### src/rtl/i2cee_pkg.sv
// ----------------------------------------------------------------------------
// i2cee_pkg: shared types and constants for the I2C EEPROM byte access master
// Payload structs for both channels, action codes and reset constants.
// ----------------------------------------------------------------------------
`default_nettype none

package i2cee_pkg;

  localparam int WAIT_COUNT_BITS_DEF = 20;
  localparam int CFG_WAIT_BITS       = 20;
  localparam logic [CFG_WAIT_BITS-1:0] WAIT_TICKS_RESET = 20'd10000;

  // low bit of the device address byte selects a read
  localparam logic [7:0] READ_BIT = 8'h01;

  localparam logic [1:0] ACT_TICK  = 2'd0;
  localparam logic [1:0] ACT_WRITE = 2'd1;
  localparam logic [1:0] ACT_READ  = 2'd2;

  typedef struct packed {
    logic [1:0] action;
    logic [7:0] device_address;
    logic [7:0] word_address;
    logic [7:0] write_data;
    logic       sda_in;
  } in_t;

  typedef struct packed {
    logic       scl_out;
    logic       sda_out;
    logic       busy_res;
    logic       done_res;
    logic [7:0] read_data;
  } out_t;

endpackage

`default_nettype wire

### src/rtl/i2cee_core.sv
// ----------------------------------------------------------------------------
// i2cee_core: I2C pin sequencer state and one-tick step logic
// Holds the sequencer state; computes the pin levels for the tick in hand and
// updates the state when step is high.
// ----------------------------------------------------------------------------
`default_nettype none

module i2cee_core #(
  parameter int WAIT_COUNT_BITS = i2cee_pkg::WAIT_COUNT_BITS_DEF
) (
  input  wire                                        clk,
  input  wire                                        rst,
  input  wire                                        step,
  input  i2cee_pkg::in_t                             item,
  input  wire [i2cee_pkg::CFG_WAIT_BITS-1:0]         wait_ticks,
  output i2cee_pkg::out_t                            result
);
  import i2cee_pkg::*;

  localparam logic [4:0] PH_IDLE    = 5'd0;
  localparam logic [4:0] PH_START_A = 5'd1;
  localparam logic [4:0] PH_DEV_W   = 5'd2;
  localparam logic [4:0] PH_ACK_A   = 5'd3;
  localparam logic [4:0] PH_WORD    = 5'd4;
  localparam logic [4:0] PH_ACK_B   = 5'd5;
  localparam logic [4:0] PH_DATA    = 5'd6;
  localparam logic [4:0] PH_ACK_C   = 5'd7;
  localparam logic [4:0] PH_START_B = 5'd8;
  localparam logic [4:0] PH_DEV_R   = 5'd9;
  localparam logic [4:0] PH_ACK_D   = 5'd10;
  localparam logic [4:0] PH_READ    = 5'd11;
  localparam logic [4:0] PH_NOACK   = 5'd12;
  localparam logic [4:0] PH_STOP    = 5'd13;
  localparam logic [4:0] PH_WAIT    = 5'd14;

  logic [4:0]                 phase, phase_next;
  logic [2:0]                 bit_position, bit_position_next;
  logic [1:0]                 sub_step, sub_step_next;
  logic [7:0]                 read_byte, read_byte_next;
  logic [7:0]                 held_device_address, held_device_address_next;
  logic [7:0]                 held_word_address, held_word_address_next;
  logic [7:0]                 held_write_data, held_write_data_next;
  logic                       is_read_request, is_read_request_next;
  logic [WAIT_COUNT_BITS-1:0] wait_counter, wait_counter_next;
  logic                       clock_level, clock_level_next;
  logic                       data_level, data_level_next;
  logic                       done;
  logic [7:0]                 tx_byte;
  logic [4:0]                 phase_after;

  // phase that follows the current one
  always_comb begin
    unique case (phase)
      PH_START_A: phase_after = PH_DEV_W;
      PH_DEV_W:   phase_after = PH_ACK_A;
      PH_ACK_A:   phase_after = PH_WORD;
      PH_WORD:    phase_after = PH_ACK_B;
      PH_ACK_B:   phase_after = is_read_request ? PH_START_B : PH_DATA;
      PH_DATA:    phase_after = PH_ACK_C;
      PH_ACK_C:   phase_after = PH_STOP;
      PH_START_B: phase_after = PH_DEV_R;
      PH_DEV_R:   phase_after = PH_ACK_D;
      PH_ACK_D:   phase_after = PH_READ;
      PH_READ:    phase_after = PH_NOACK;
      PH_NOACK:   phase_after = PH_STOP;
      default:    phase_after = PH_IDLE;
    endcase
  end

  always_comb begin
    unique case (phase)
      PH_DEV_W: tx_byte = held_device_address;
      PH_WORD:  tx_byte = held_word_address;
      PH_DATA:  tx_byte = held_write_data;
      default:  tx_byte = held_device_address | READ_BIT;
    endcase
  end

  always_comb begin
    phase_next               = phase;
    bit_position_next        = bit_position;
    sub_step_next            = sub_step;
    read_byte_next           = read_byte;
    held_device_address_next = held_device_address;
    held_word_address_next   = held_word_address;
    held_write_data_next     = held_write_data;
    is_read_request_next     = is_read_request;
    wait_counter_next        = wait_counter;
    clock_level_next         = clock_level;
    data_level_next          = data_level;
    done                     = 1'b0;

    unique case (phase)
      PH_IDLE: begin
        if (item.action == ACT_WRITE || item.action == ACT_READ) begin
          held_device_address_next = item.device_address;
          held_word_address_next   = item.word_address;
          held_write_data_next     = item.write_data;
          is_read_request_next     = (item.action == ACT_READ);
          if (item.action == ACT_READ) begin
            read_byte_next = 8'h00;
          end
          // first start step happens on the request tick
          phase_next        = PH_START_A;
          bit_position_next = 3'd7;
          clock_level_next  = 1'b0;
          sub_step_next     = 2'd1;
        end
      end
      PH_WAIT: begin
        if (wait_counter != '0) begin
          wait_counter_next = wait_counter - 1'b1;
        end else begin
          done              = 1'b1;
          phase_next        = PH_IDLE;
          sub_step_next     = 2'd0;
          bit_position_next = 3'd7;
        end
      end
      PH_START_A, PH_START_B: begin
        case (sub_step)
          2'd0: clock_level_next = 1'b0;
          2'd1: data_level_next  = 1'b1;
          2'd2: clock_level_next = 1'b1;
          default: data_level_next = 1'b0;
        endcase
        if (sub_step == 2'd3) begin
          phase_next        = phase_after;
          sub_step_next     = 2'd0;
          bit_position_next = 3'd7;
        end else begin
          sub_step_next = sub_step + 2'd1;
        end
      end
      PH_DEV_W, PH_WORD, PH_DATA, PH_DEV_R: begin
        case (sub_step)
          2'd0: begin
            clock_level_next = 1'b0;
            sub_step_next    = 2'd1;
          end
          2'd1: begin
            data_level_next = tx_byte[bit_position];
            sub_step_next   = 2'd2;
          end
          default: begin
            clock_level_next = 1'b1;
            sub_step_next    = 2'd0;
            if (bit_position == 3'd0) begin
              phase_next        = phase_after;
              bit_position_next = 3'd7;
            end else begin
              bit_position_next = bit_position - 3'd1;
            end
          end
        endcase
      end
      PH_ACK_A, PH_ACK_B, PH_ACK_C, PH_ACK_D: begin
        case (sub_step)
          2'd0: begin
            clock_level_next = 1'b0;
            sub_step_next    = 2'd1;
          end
          2'd1: begin
            data_level_next = 1'b1;
            sub_step_next   = 2'd2;
          end
          2'd2: begin
            clock_level_next = 1'b1;
            sub_step_next    = 2'd3;
          end
          default: begin
            // wait here for the slave to pull data low, no timeout
            if (!item.sda_in) begin
              phase_next        = phase_after;
              sub_step_next     = 2'd0;
              bit_position_next = 3'd7;
            end
          end
        endcase
      end
      PH_READ: begin
        case (sub_step)
          2'd0: begin
            clock_level_next = 1'b0;
            sub_step_next    = 2'd1;
          end
          2'd1: begin
            clock_level_next = 1'b1;
            sub_step_next    = 2'd2;
          end
          default: begin
            if (item.sda_in) begin
              read_byte_next[bit_position] = 1'b1;
            end
            sub_step_next = 2'd0;
            if (bit_position == 3'd0) begin
              phase_next        = phase_after;
              bit_position_next = 3'd7;
            end else begin
              bit_position_next = bit_position - 3'd1;
            end
          end
        endcase
      end
      PH_NOACK: begin
        case (sub_step)
          2'd0: begin
            clock_level_next = 1'b0;
            sub_step_next    = 2'd1;
          end
          2'd1: begin
            data_level_next = 1'b1;
            sub_step_next   = 2'd2;
          end
          default: begin
            clock_level_next  = 1'b1;
            phase_next        = phase_after;
            sub_step_next     = 2'd0;
            bit_position_next = 3'd7;
          end
        endcase
      end
      PH_STOP: begin
        case (sub_step)
          2'd0: clock_level_next = 1'b0;
          2'd1: data_level_next  = 1'b0;
          2'd2: clock_level_next = 1'b1;
          default: data_level_next = 1'b1;
        endcase
        if (sub_step == 2'd3) begin
          phase_next        = PH_WAIT;
          sub_step_next     = 2'd0;
          bit_position_next = 3'd7;
          wait_counter_next = WAIT_COUNT_BITS'(wait_ticks);
        end else begin
          sub_step_next = sub_step + 2'd1;
        end
      end
      default: begin
        phase_next        = PH_IDLE;
        sub_step_next     = 2'd0;
        bit_position_next = 3'd7;
      end
    endcase
  end

  always_ff @(posedge clk) begin
    if (rst) begin
      phase               <= PH_IDLE;
      bit_position        <= 3'd7;
      sub_step            <= 2'd0;
      read_byte           <= 8'h00;
      held_device_address <= 8'h00;
      held_word_address   <= 8'h00;
      held_write_data     <= 8'h00;
      is_read_request     <= 1'b0;
      wait_counter        <= '0;
      clock_level         <= 1'b1;
      data_level          <= 1'b1;
    end else if (step) begin
      phase               <= phase_next;
      bit_position        <= bit_position_next;
      sub_step            <= sub_step_next;
      read_byte           <= read_byte_next;
      held_device_address <= held_device_address_next;
      held_word_address   <= held_word_address_next;
      held_write_data     <= held_write_data_next;
      is_read_request     <= is_read_request_next;
      wait_counter        <= wait_counter_next;
      clock_level         <= clock_level_next;
      data_level          <= data_level_next;
    end
  end

  assign result.scl_out   = clock_level_next;
  assign result.sda_out   = data_level_next;
  assign result.busy_res  = (phase_next != PH_IDLE);
  assign result.done_res  = done;
  assign result.read_data = read_byte_next;

endmodule

`default_nettype wire

### src/rtl/i2c_master_eeprom_byte_access_top.sv
// ----------------------------------------------------------------------------
// i2c_master_eeprom_byte_access_top: tick-driven I2C master for EEPROM bytes
// Byte write and random byte read to a serial EEPROM, one line change or one
// data line sample per tick, with a programmable busy wait after each stop.
// ----------------------------------------------------------------------------
//   channel | handshake                | payload
//   --------+--------------------------+------------------------------------
//   input   | in_valid / in_stall      | in_data  (action, addresses, data, sda)
//   output  | out_valid / out_stall    | out_data (scl, sda, busy, done, byte)
//   config  | cfg_wr_en                | cfg_wr_data (post-stop wait ticks)
//
// Each tick passes through an input register, the one-tick step logic of the
// sequencer, and an output register, so a transfer on the input can happen
// every cycle while the output is not stalled.
// rst (synchronous) returns the sequencer to idle with both lines released
// and the wait register to 10000. A stall on the output holds the result and,
// once the input register is also full, raises in_stall.
// ----------------------------------------------------------------------------
`default_nettype none

module i2c_master_eeprom_byte_access_top #(
  parameter int WAIT_COUNT_BITS = i2cee_pkg::WAIT_COUNT_BITS_DEF
) (
  input  wire                                clk,
  input  wire                                rst,
  input  wire                                cfg_wr_en,
  input  wire [i2cee_pkg::CFG_WAIT_BITS-1:0] cfg_wr_data,
  input  wire                                in_valid,
  output logic                               in_stall,
  input  i2cee_pkg::in_t                     in_data,
  output logic                               out_valid,
  input  wire                                out_stall,
  output i2cee_pkg::out_t                    out_data
);
  import i2cee_pkg::*;

  logic [CFG_WAIT_BITS-1:0] post_stop_wait_ticks;

  // input register
  logic in_full;
  in_t  in_q;

  // tick moves from the input register to the output register
  logic move;
  out_t step_result;

  assign move     = in_full && (!out_valid || !out_stall);
  assign in_stall = in_full && !move;

  // wait length register; the user must write it only while the block is idle, the block does not enforce this
  always_ff @(posedge clk) begin
    if (rst) begin
      post_stop_wait_ticks <= WAIT_TICKS_RESET;
    end else if (cfg_wr_en) begin
      post_stop_wait_ticks <= cfg_wr_data;
    end
  end

  always_ff @(posedge clk) begin
    if (rst) begin
      in_full <= 1'b0;
    end else if (!in_stall) begin
      in_full <= in_valid;
    end
  end

  always_ff @(posedge clk) begin
    if (in_valid && !in_stall) begin
      in_q <= in_data;
    end
  end

  // sequencer state advances exactly once per tick that moves on
  i2cee_core #(
    .WAIT_COUNT_BITS(WAIT_COUNT_BITS)
  ) u_core (
    .clk       (clk),
    .rst       (rst),
    .step      (move),
    .item      (in_q),
    .wait_ticks(post_stop_wait_ticks),
    .result    (step_result)
  );

  // output register
  always_ff @(posedge clk) begin
    if (rst) begin
      out_valid <= 1'b0;
    end else if (move) begin
      out_valid <= 1'b1;
    end else if (!out_stall) begin
      out_valid <= 1'b0;
    end
  end

  always_ff @(posedge clk) begin
    if (move) begin
      out_data <= step_result;
    end
  end

endmodule

`default_nettype wire

### config.mk
export PLATFORM = sky130hd
export DESIGN_NAME = i2c_master_eeprom_byte_access_top
export DESIGN_NICKNAME = d
export VERILOG_FILES = /design/src/rtl/i2cee_pkg.sv /design/src/rtl/i2cee_core.sv /design/src/rtl/i2c_master_eeprom_byte_access_top.sv
export SDC_FILE = /design/constraint.sdc
export NUM_CORES = 1
export LEC_CHECK = 0
export BUFFER_PORTS_ARGS = -buffer_cell sky130_fd_sc_hd__buf_2
export CAP_MARGIN = 20
export CORE_MARGIN = 2
export CORE_UTILIZATION = 51
export DETAILED_ROUTE_END_ITERATION = 6
export PLACE_DENSITY_LB_ADDON = 0.12
export SLEW_MARGIN = 10
export SYNTH_ARGS = -nofsm -noshare
export SYNTH_HDL_FRONTEND = slang
export SYNTH_HIERARCHICAL = 1
export SYNTH_SLANG_ARGS = --single-unit
### constraint.sdc
create_clock -name clk -period 4.5 [get_ports clk]
set_clock_uncertainty 0.1 [all_clocks]
set_input_delay 0.225 -clock clk [delete_from_list [all_inputs] [get_ports clk]]
set_output_delay 0.225 -clock clk [all_outputs]
set_load 0.05 [all_outputs]
# After elaboration in Yosys (flattened, before gate mapping)

Index checks and enable logic that the tools add are counted.

Flip-flop bits (word level): 126
Input port bits: 52
Output and inout bits: 14
Logic and storage cells: 147

Add/sub/neg operators: 3
Magnitude comparators: 2
Eq/ne operators: 30
Muxes and demuxes: 54
Bitwise logic cells: 1
Reductions and logical operators: 33

Operators with widths:

| operator                | number |
|---|---|
| $pmux W5 S11            | 1 |
| $mux W5                 | 9 |
| $mux W20                | 2 |
| $pmux W20 S2            | 1 |
| $eq A5 B4 Y1 const B    | 7 |
| $pmux W5 S7             | 1 |
| $mux W8                 | 4 |
| $mux W3                 | 8 |
| $pmux W8 S3             | 1 |
| $eq A5 B3 Y1 const B    | 4 |
| $reduce_bool A20 Y1     | 1 |
| $sub A20 B1 Y20 const B | 1 |
| $pmux W3 S6             | 1 |
| $pmux W8 S2             | 1 |
| $reduce_or A5 Y1        | 3 |
| $eq A5 B2 Y1 const B    | 2 |
| $ne A2 B1 Y1 const B    | 5 |
| $ne A2 B2 Y1 const B    | 5 |
| $pmux W1 S2             | 5 |
| $pmux W2 S5             | 1 |
| $mux W1                 | 8 |
| $mux W2                 | 4 |
| $or A8 B8 Y8            | 1 |
| $pmux W1 S4             | 2 |
| other kinds (29)        | 45 |

# Logic depth before layout (Yosys ltp)

Depth after elaboration: 8
Gate-level depth with buffers: 10
Gate-level depth less buffers: 8

# Hierarchy

Netlist, hierarchy kept.

Modules (own cells, without submodules):

| module                            | instances | cells an instance | area each (um2) | seq. area each (um2) |
|---|---|---|---|---|
| i2cee_core                        | 1         | 545               | 4284.1          | 1301.2 |
| i2c_master_eeprom_byte_access_top | 1         | 114               | 1990.7          | 1611.5 |

# Least setup slack after synthesis

OpenSTA, ideal clock, no wires.

Path kind: flip-flop to flip-flop
Start point: register out_valid
End point: register u_core.bit_position[2]
Arrival: 3.169 ns
Path slack: 1.173 ns
Cell stages (with the launch flop): 7
Period minus slack after synthesis: 3.327 ns
Cell sequence: dfxtp_1 a21boi_0 inv_1 a21o_1 a2111oi_2 a2bb2oi_1 o21a_1

Word-level cells in the longest chain between the ends: 4

RTL lines:

| item                               | RTL line                                | text |
|---|---|---|
| from (decl)                        | i2c_master_eeprom_byte_access_top.sv:31 | `output logic out_valid,` |
| from (signal assigned)             | i2c_master_eeprom_byte_access_top.sv:88 | `out_valid <= 1'b0;` |
| from (signal assigned)             | i2c_master_eeprom_byte_access_top.sv:90 | `out_valid <= 1'b1;` |
| from (signal assigned)             | i2c_master_eeprom_byte_access_top.sv:92 | `out_valid <= 1'b0;` |
| $logic_not A1 Y1                   | i2c_master_eeprom_byte_access_top.sv:47 | `assign move = in_full && (!out_valid \|\| !out_stall);` |
| $logic_or A1 B1 Y1                 | i2c_master_eeprom_byte_access_top.sv:47 |  |
| $logic_and A1 B1 Y1                | i2c_master_eeprom_byte_access_top.sv:47 |  |
| net move                           | i2c_master_eeprom_byte_access_top.sv:44 | `logic move;` |
| $reduce_and A8 Y1 (no source line) | -                                       |  |
| to (signal assigned)               | i2cee_core.sv:262                       | `bit_position <= bit_position_next;` |
| to (decl)                          | i2cee_core.sv:37                        | `logic [2:0] bit_position, bit_position_next;` |

The timed path passes the listed nets, and every way through them passes these cells.
A chain may end at the register's enable or synchronous reset.

# Worst setup path in the final report

Start point: register u_core.phase[1]
End point: register u_core.wait_counter[4]

Word-level cells in the longest chain between the ends: 3
Elaborated cells on any way between the ends: 7
Those cells by class: eq/ne: 4; mux: 1; reduce/logical: 2

RTL lines:

| item                                                                | RTL line          | text |
|---|---|---|
| from (decl)                                                         | i2cee_core.sv:36  | `logic [4:0] phase, phase_next;` |
| from (signal assigned)                                              | i2cee_core.sv:261 | `phase <= phase_next;` |
| $eq A5 B4 Y1                                                        | i2cee_core.sv:93  | `unique case (phase)` |
| $ne A2 B1 Y1 (no source line) or $reduce_bool A2 Y1 (tied branches) | -                 |  |
| $reduce_and A4 Y1 (no source line)                                  | -                 |  |
| to (signal assigned)                                                | i2cee_core.sv:269 | `wait_counter <= wait_counter_next;` |
| to (decl)                                                           | i2cee_core.sv:44  | `logic [WAIT_COUNT_BITS-1:0] wait_counter, wait_counter_next;` |

Several ways; a longest one is shown, not always the timed one.

==> impl_metrics.csv <==
group,metric,value,unit
flow_run,cap_violations,0,
yosys,synth_fa_ha_area_share,1.99,%
yosys,ys_seq_area_share,46.4,%
yosys,syn_area,0.00627,mm^2
cts,cts-htree-levels,4,
cells_and_area,fin_nets,812,
hold_path,hold_end,"post_stop_wait_ticks[0]",
sta,fin_setup_tns,0,ps
hold_path,hold_class,"in2reg",
power,power_density,373,mW/mm^2
setup_path,rr_worst_depth,7,
setup_path,crit_chain,"nor2b_1 > o211ai_1 > a41oi_2 > buf_4 > a21bo_2 > a21oi_1 > nor2_1",
sta,finalMaxSlewViolations,0,
placement,post-place-ws,1510,ps
drt,drt-initial-drc-count,499,
yosys,yosys.area_share.simple,17.9,%
sta,finalSetupViolCount,0,
cells_and_area,layout_commonest_cell,"nor2_1",
grt,grt_use_total,25.4,%
yosys,synth_top_family_by_area,"compound AO/OA/AOI/OAI gates",
placement,portBuffers,65,
drt,drtAntennaViolNets,0,
yosys,synth-edff-count,39,
placement,gp_congestion,0.922,
drt,first_pass_iters,5,
floorplan,ioPinCount,66,
hold_path,hold_start,"rst",
cts,postCtsSetupRepairBufs,0,
yosys,synthTopCellsByArea,"dfxtp_1 (28%), edfxtp_1 (19%), mux2i_1 (7.5%)",
yosys,netlist_instances,659,
setup_path,critPathLaunchType,"register",
setup_path,r2r_start,"u_core/phase[1]",
status,status,"completed",
hold_path,hold_depth,2,
setup_path,crit_family,"compound AO/OA/AOI/OAI gates",
grt,first_global_vias,5133,
drt,wire_per_inst,18.0,um
floorplan,start_util,52.2,%
setup_path,slowest_delay,860,ps
yosys,ys_seq_elements,126,
sta,max_clock_freq,330,MHz
yosys,muxShareOfSynthArea,8.22,%
grt,grt_overflow,0,
cts,tritoncts,"yes",
cts,clk_path_buf_depth,2,
cells_and_area,area_growth,21.5,%
cts,ctsResizeCount,0,
drt,routed_wl,16.4,mm
cts,root_buffer,"clkbuf_16",
sta,hold_viol_final,0,
yosys,synth_compound_gate_area_share,19.8,%
placement,dpl.hpwl,10.4,mm
sta,post-route-min-period,3030,ps
yosys,syn_nets,721,
floorplan,die-area,0.0132,mm^2
drt,dr_wl_met3,1.09,mm
yosys,avgSynthCellArea,9.52,um^2
cells_and_area,final_util,63.5,%
grt,grt_pass1_wl,26.0,mm
setup_path,cp-end-kind,"register",
yosys,yosys_warnings,6,
yosys,synth.largest_area_cell,"dfxtp_1",
sta,final.period_utilization,67.3,%
cts,clock-sinks,126,
cts,clock_latency,420,ps
yosys,synth_top_area_share,27.8,%
floorplan,core-area,0.0120,mm^2
sta,setup_ws,1470,ps
cells_and_area,drive_above_1_share,15.7,%
power,peakVddDrop,0.000380,V
drt,vias_per_cell,5.96,
drt,routed-via-count,5424,
yosys,synth_ff_type,"dfxtp_1",
setup_path,path_buf_inv,1,
power,p_leak,2.99,nW
setup_path,critPathLaunch,"u_core/phase[1]",
floorplan,num_rows,40,
floorplan,dieHeight,115,um
sta,worstMarginPinSlew,927,ps
drt,wl_met1,7.34,mm
yosys,synth_cell_type_count,65,
sta,rsz0062_at_grt,"no",
drt,top_layer,"met4",
yosys,synthArstFlopShare,0,%
setup_path,crit_path_top_delay_cell,"dfxtp_1",
setup_path,r2r_end,"u_core/wait_counter[4]",
setup_path,path_depth,7,
cts,numCtsBuffers,17,
drt,route.met2.wl,7.70,mm
setup_path,cp.required,4670,ps
cts,clk_pin_slew,60,ps
setup_path,path_max_fanout,25,
setup_path,criticalPathCategory,"reg2reg",
sta,slew_headroom,38.1,%
grt,grt_max_degree,67,
drt,route.detailed.drc,0,
setup_path,r2r_slack,1470,ps
floorplan,die_x,115,um
cts,ctsHoldBuffers,49,
yosys,synth_xor_area_share,0.279,%
grt,antenna_found_initial,0,
cells_and_area,layout_common_cells,"nor2_1 (96), dfxtp_1 (87), buf_2 (65), dlygate4sd3_1 (49), mux2i_1 (47)",
setup_path,cp.arrival,3200,ps
cells_and_area,antenna_cells,0,
==> worst register-to-register path, cell delays in order, from the launching register on <==
cell	delay (ps)
dfxtp_1	860
nor2b_1	470
o211ai_1	180
a41oi_2	510
buf_4	320
a21bo_2	240
a21oi_1	140
nor2_1	60
==> power by group <==
group	internal, W	switching [W]	total (W)
clock	0.000811	0.000498	0.00131
sequential	0.00122	0.0000417	0.00126
combinational	0.000121	0.000153	0.000274
==> routing by layer <==
layer | up-vias | track usage (%)
met5 | - | 0
met4 | 0 | 8.43
met3 | 24 | 5.64
met2 | 214 | 40.3
met1 | 2577 | 34.5
li1 | 2609 | -
==> cells by family (layout without fill, tap and decap cells) <==
kind of cell             count (synthesis)  count (layout)
adder cells (fa/ha/maj)                 10              10
AO/OA/AOI/OAI                          169             169
flip-flops                             126             126
XOR/XNOR                                 2               2
multiplexers                            51              51
AND/OR/NAND/NOR                        235             235
buffers and inverters                   66             170
==> cell type report <==
class                           instances  area [um^2]
Clock buffer                           21          440
Clock inverter                         11          120
Fill cell                             957         4390
Inverter                               18         67.6
Multi-Input combinational cell        467         3040
Sequential cell                       126         2910
Tap cell                              147          184
Timing Repair Buffer                  120          861
==> sequential cells by signal, indices dropped and copies added (netlist names), 3 cells and up <==
| name | cells |
|---|---|
| u_core/held_write_data | 8 |
| out_data | 12 |
| u_core/wait_counter | 20 |
| post_stop_wait_ticks | 20 |
| u_core/phase | 5 |
| u_core/bit_position | 3 |
| u_core/held_word_address | 8 |
| u_core/read_byte | 8 |
| u_core/held_device_address | 8 |
| in_q | 27 |
==> how the worst max path moves through the flow <==
| stage | endpoint | slack, ps |
|---|---|---|
| 2_1_floorplan | u_core/bit_position[2] | 1170 |
| 3_3_place_gp | u_core/wait_counter[4] | 1630 |
| 3_5_place_dp | u_core/wait_counter[4] | 1510 |
| 4_1_cts | u_core/wait_counter[4] | 1510 |
| 5_1_grt | u_core/wait_counter[4] | 1330 |
| 6_report | u_core/wait_counter[4] | 1470 |
==> synth_stat cells, types with 4 or more instances <==
master,count
nor2_1,97
dfxtp_1,87
mux2i_1,47
nand2_1,44
edfxtp_1,39
o21ai_0,30
a21oi_1,28
clkbuf_1,23
inv_1,18
nor2b_1,15
nor3_1,15
a22oi_1,14
a211oi_1,13
buf_2,13
nand3_1,11
ha_1,10
o31ai_1,9
a211o_1,8
and2_1,7
nor4_1,7
a21boi_0,6
nand4_1,6
nor3b_1,6
a21o_1,5
and3_1,5
buf_4,5
o21a_1,5
or3_1,5
a22o_1,4
a32o_1,4
a32oi_1,4
mux2_2,4
o32ai_1,4
or2_2,4
==> stage by stage <==
step	hold WS (ps)	total power [W]	cell area, um^2	cells
after global routing	112	0.00293	7620	910
after global placement	302	0.00151	6570	829
after detailed placement	303	0.00152	6570	829
after floorplan	224	0.00145	6270	659
final	114	0.00284	7620	910
after CTS	97.8	0.00284	7620	910
Power figures use the tool's default switching activity.
